## src/rtl/hcs_pkg.sv

```systemverilog
package hcs_pkg;

    localparam int MAX_BUCKETS_DEF = 256;
    localparam int KEY_W           = 31;
    localparam int CNT_W           = 9;
    localparam int OP_W            = 2;
    localparam int ST_W            = 3;
    localparam logic [CNT_W-1:0] BC_RESET = 9'd256;

    localparam logic [OP_W-1:0] OP_INSERT = 2'd0;
    localparam logic [OP_W-1:0] OP_SEARCH = 2'd1;
    localparam logic [OP_W-1:0] OP_DELETE = 2'd2;

    localparam logic [ST_W-1:0] ST_INSERTED  = 3'd0;
    localparam logic [ST_W-1:0] ST_DUPLICATE = 3'd1;
    localparam logic [ST_W-1:0] ST_FULL      = 3'd2;
    localparam logic [ST_W-1:0] ST_FOUND     = 3'd3;
    localparam logic [ST_W-1:0] ST_ABSENT    = 3'd4;
    localparam logic [ST_W-1:0] ST_DELETED   = 3'd5;

endpackage

```

## src/rtl/hcs_rem.sv

```systemverilog
// Bit-serial restoring remainder, one dividend bit per cycle.
module hcs_rem (
    input  logic                        i_clk,
    input  logic                        i_rst_n,
    input  logic                        i_start,
    input  logic [hcs_pkg::KEY_W-1:0]   i_dividend,
    input  logic [hcs_pkg::CNT_W-1:0]   i_divisor,
    output logic                        o_done,
    output logic [hcs_pkg::CNT_W-1:0]   o_rem
);
    import hcs_pkg::*;

    localparam int SW = $clog2(KEY_W);

    logic              r_busy;
    logic              r_done;
    logic [SW-1:0]     r_step;
    logic [KEY_W-1:0]  r_dvd;
    logic [CNT_W-1:0]  r_div;
    logic [CNT_W-1:0]  r_rem;
    logic [CNT_W:0]    w_trial;
    logic [CNT_W:0]    w_next;

    always_comb begin
        w_trial = {r_rem, r_dvd[KEY_W-1]};
        if (w_trial >= {1'b0, r_div}) begin
            w_next = w_trial - {1'b0, r_div};
        end else begin
            w_next = w_trial;
        end
    end

    always_ff @(posedge i_clk) begin
        if (!i_rst_n) begin
            r_busy <= 1'b0;
            r_done <= 1'b0;
            r_step <= '0;
        end else begin
            r_done <= 1'b0;
            if (i_start) begin
                r_busy <= 1'b1;
                r_step <= '0;
            end else if (r_busy) begin
                r_step <= r_step + 1'b1;
                if (r_step == SW'(KEY_W - 1)) begin
                    r_busy <= 1'b0;
                    r_done <= 1'b1;
                end
            end
        end
    end

    always_ff @(posedge i_clk) begin
        if (i_start) begin
            r_dvd <= i_dividend;
            r_div <= i_divisor;
            r_rem <= '0;
        end else if (r_busy) begin
            r_dvd <= {r_dvd[KEY_W-2:0], 1'b0};
            r_rem <= w_next[CNT_W-1:0];
        end
    end

    assign o_done = r_done;
    assign o_rem  = r_rem;

endmodule

```

## config.mk

```make
export PLATFORM = sky130hd
export DESIGN_NAME = hcs_rem
export DESIGN_NICKNAME = d
export VERILOG_FILES = /design/src/rtl/hcs_pkg.sv /design/src/rtl/hcs_rem.sv
export SDC_FILE = /design/constraint.sdc
export NUM_CORES = 1
export LEC_CHECK = 0
export ABC_AREA = 1
export ABC_CLOCK_PERIOD_IN_PS = 3100
export BUFFER_PORTS_ARGS = -buffer_cell sky130_fd_sc_hd__buf_2
export CORE_UTILIZATION = 40
export CTS_CLUSTER_DIAMETER = 150
export DETAILED_ROUTE_END_ITERATION = 10
export GPL_ROUTABILITY_DRIVEN = 0
export SLEW_MARGIN = 0
export SYNTH_ARGS = -nofsm -noshare
export SYNTH_HDL_FRONTEND = slang
export SYNTH_SLANG_ARGS = --single-unit
```

## constraint.sdc

```tcl
create_clock -name i_clk -period 3.1 [get_ports i_clk]
set_input_delay 0.465 -clock i_clk [delete_from_list [all_inputs] [get_ports i_clk]]
set_output_delay 0.465 -clock i_clk [all_outputs]
set_load 0.01 [all_outputs]
```

==> reports/metrics.cfg <==
[power_and_ir_drop]
combPwrFrac = 0.130
seqPwrFrac = 0.593
switchingPower_mw = 0.392
switching_share = 0.261
internal-power_mw = 1.11
ir_drop_v = 0.000199
power.total_mw = 1.50
clkPwrFrac = 0.277
p_leak_nw = 1.65
powerDensity_nw_per_um2 = 458

[drt]
routedWlPerCell_um = 11.1
drt_iter0_markers = 73
dr.pass1.iters = 4
routed_wl_um = 5360
vias = 2186
via_per_inst = 4.54
drc = 0
ant_nets = 0

[placed_design]
hpwl_um = 3830
pre_cts_ws_ns = 1.10
placed_area_um2 = 3190
io_buffer_count = 52

[setup_path]
crit_path_end_kind = flop
worst_setup_path_start_kind = flop
cp_slowest_cell = fa_1
crit_required_ns = 3.36
crit_buf_inv = 2
worstPathMaxFanout = 10
reg2reg_slack_ns = 1.08
cpPeakStageDelay_ns = 0.39
cp_common_cell = nand2_1
worst_path_dominant_cell_family = simple AND/OR/NAND/NOR gates
worstPathArrival_ns = 2.28
path_class = flop to flop
cp_cell_sequence = inv_1 > ha_1 > inv_1 > fa_1 > nand2_1 > nand3_2 > nand3_2 > nand2_2 > nand2_2 > nand2_4 > nand2_1 > nand3_1 > nand2_1

[run]
cap_violations = 0

[synth]
synth.area.top_cells = edfxtp_1 (42%), nand2_1 (21%), dfxtp_1 (11%)
synth-xor-area-share = 0.0124
synth_simple_gate_area_frac = 0.320
synth_area_um2 = 2830
ys_seq_area_frac = 0.537
syn-num-nets = 387
synth_compound_area_frac = 0.0137
synth-seq-cells = 56
syn_area_per_cell_um2 = 8.53
yosysTopAreaCell = edfxtp_1
synth.distinct_cells = 28
ys_warn_count = 0
yosys.area.top_type_share = 0.424
synth_top_family_by_area = simple AND/OR/NAND/NOR gates
synth_fa_ha_area_frac = 0.0557
synthesis.instances = 332
synthMuxAreaShare = 0

[final_layout]
final_layout_size_suffix_gt1_frac = 0.203
stdcell_area_um2 = 3280
layout_common_cells = nand2_1 (155), buf_2 (52), edfxtp_1 (40)
fin_nets = 439
area_growth_pct = 15.7
nFillCells = 701
diodes = 0
mostFrequentLayoutCell = nand2_1

[global_routing]
track_usage = 0.158
antenna_found_initial = 0
grt_pass1_wl_um = 9250
grt_max_degree = 33
grt_pass1_vias = 2080
gr-total-overflow = 0

[timing]
slew-limit-headroom = 0.565
fin_crit_sh = 0.653
fin_ws_ns = 1.08
fin_tns_setup_ns = 0
max_clock_freq_ghz = 0.494
setup_viol = 0
holdWs_ns = 0.326
skew_ns = 0.00635
timing.final.crit_period_ns = 2.02
rsz0062_at_grt = no
worstMarginPinSlew_ns = 0.651
finalMaxSlewViolations = 0
hold_viol_final = 0

[clock_tree]
clkSinkCount = 56
clk_path_buf_depth = 2
cts_resized = 0
clkLatencyLatePin_ns = 0.31
cts_setup_buffers = 0
cts_tree = done
cts-root-buf = clkbuf_8
htreeDepth = 2
clk_pin_slew_ns = 0.11
ctsHoldBuffers = 0
cts_made_buffers = 5

[floorplanning]
ios = 53
dieArea_um2 = 7420
start_util = 0.414
rows = 30
fp.dieH_um = 86.1
die_w_um = 86.1
core_um2 = 6830

[min_path]
hp-class = input port to flop

[outcome]
outcome = finished, final reports clean

## registers in the layout, summed over array words and instances, names as in the netlist
register,cells
o_done,1
o_rem,9
r_busy,1
r_div,9
r_dvd,31
r_step,5
## path summary, 6_finish.rpt
| kind | start | endpoint | depth (start not counted) |
|---|---|---|---|
| min reg2reg | o_rem[7] | o_rem[7] | 2 |
| min | i_divisor[5] | r_div[5] | 1 |
| max reg2reg | r_dvd[30] | o_rem[5] | 13 |
| max | r_dvd[30] | o_rem[5] | 13 |
## cells in the mapped netlist (all sizes together)
cell type  instances
nand2            160
edfxtp            40
fa                 1
o211a              1
nand4              3
nor2              14
clkbuf             5
a211oi             1
nand3             16
a21oi              3
inv               35
xor2               2
nand3b            11
dfxtp             16
nor3               4
nor3b              1
a31oi              1
buf                3
ha                11
xnor2              2
clkinv             2
## logic make-up after synthesis
logic type,count (synthesis)
AND/OR/NAND/NOR,209
flip-flops,56
buffers and inverters,45
adder cells (fa/ha/maj),12
AO/OA/AOI/OAI,6
XOR/XNOR,4
## through the flow
| stage | utilization | std cells |
|---|---|---|
| 3_5_place_dp | 0.466 | 473 |
| 3_3_place_gp | 0.466 | 473 |
| 5_1_grt | 0.480 | 481 |
| 6_report | 0.480 | 481 |
| 2_1_floorplan | - | 332 |
| 4_1_cts | 0.480 | 481 |
## metal layers
| layer | wire, um | GRT usage | share of wire | vias up |
|---|---|---|---|---|
| li1 | - | - | - | 1160 |
| met1 | 2530 | 0.203 | 0.47 | 966 |
| met2 | 2500 | 0.268 | 0.47 | 56 |
| met3 | 278 | 0.0366 | 0.052 | 4 |
| met4 | 49 | 0.0424 | 0.0091 | 0 |
| met5 | 0 | 0 | 0 | - |
## cell type report
type | instances | area [um2] | share of cell area
Clock inverter | 3 | 21.3 | 0.00649
Multi-Input combinational cell | 231 | 1140 | 0.347
Tap cell | 96 | 120 | 0.0367
Inverter | 37 | 139 | 0.0424
Sequential cell | 56 | 1520 | 0.464
Clock buffer | 5 | 68.8 | 0.0210
Timing Repair Buffer | 53 | 268 | 0.0817
## power by group through the flow
stage | Sequential (mW) | Combinational [mW] | Clock [mW]
floorplan | 0.900 | 0.136 | 0
global placement | 0.905 | 0.195 | 0
detailed placement | 0.906 | 0.197 | 0
CTS | 0.890 | 0.198 | 0.426
global route | 0.896 | 0.227 | 0.453
finish | 0.889 | 0.195 | 0.416
No activity file was read; power rests on OpenSTA's default activity.
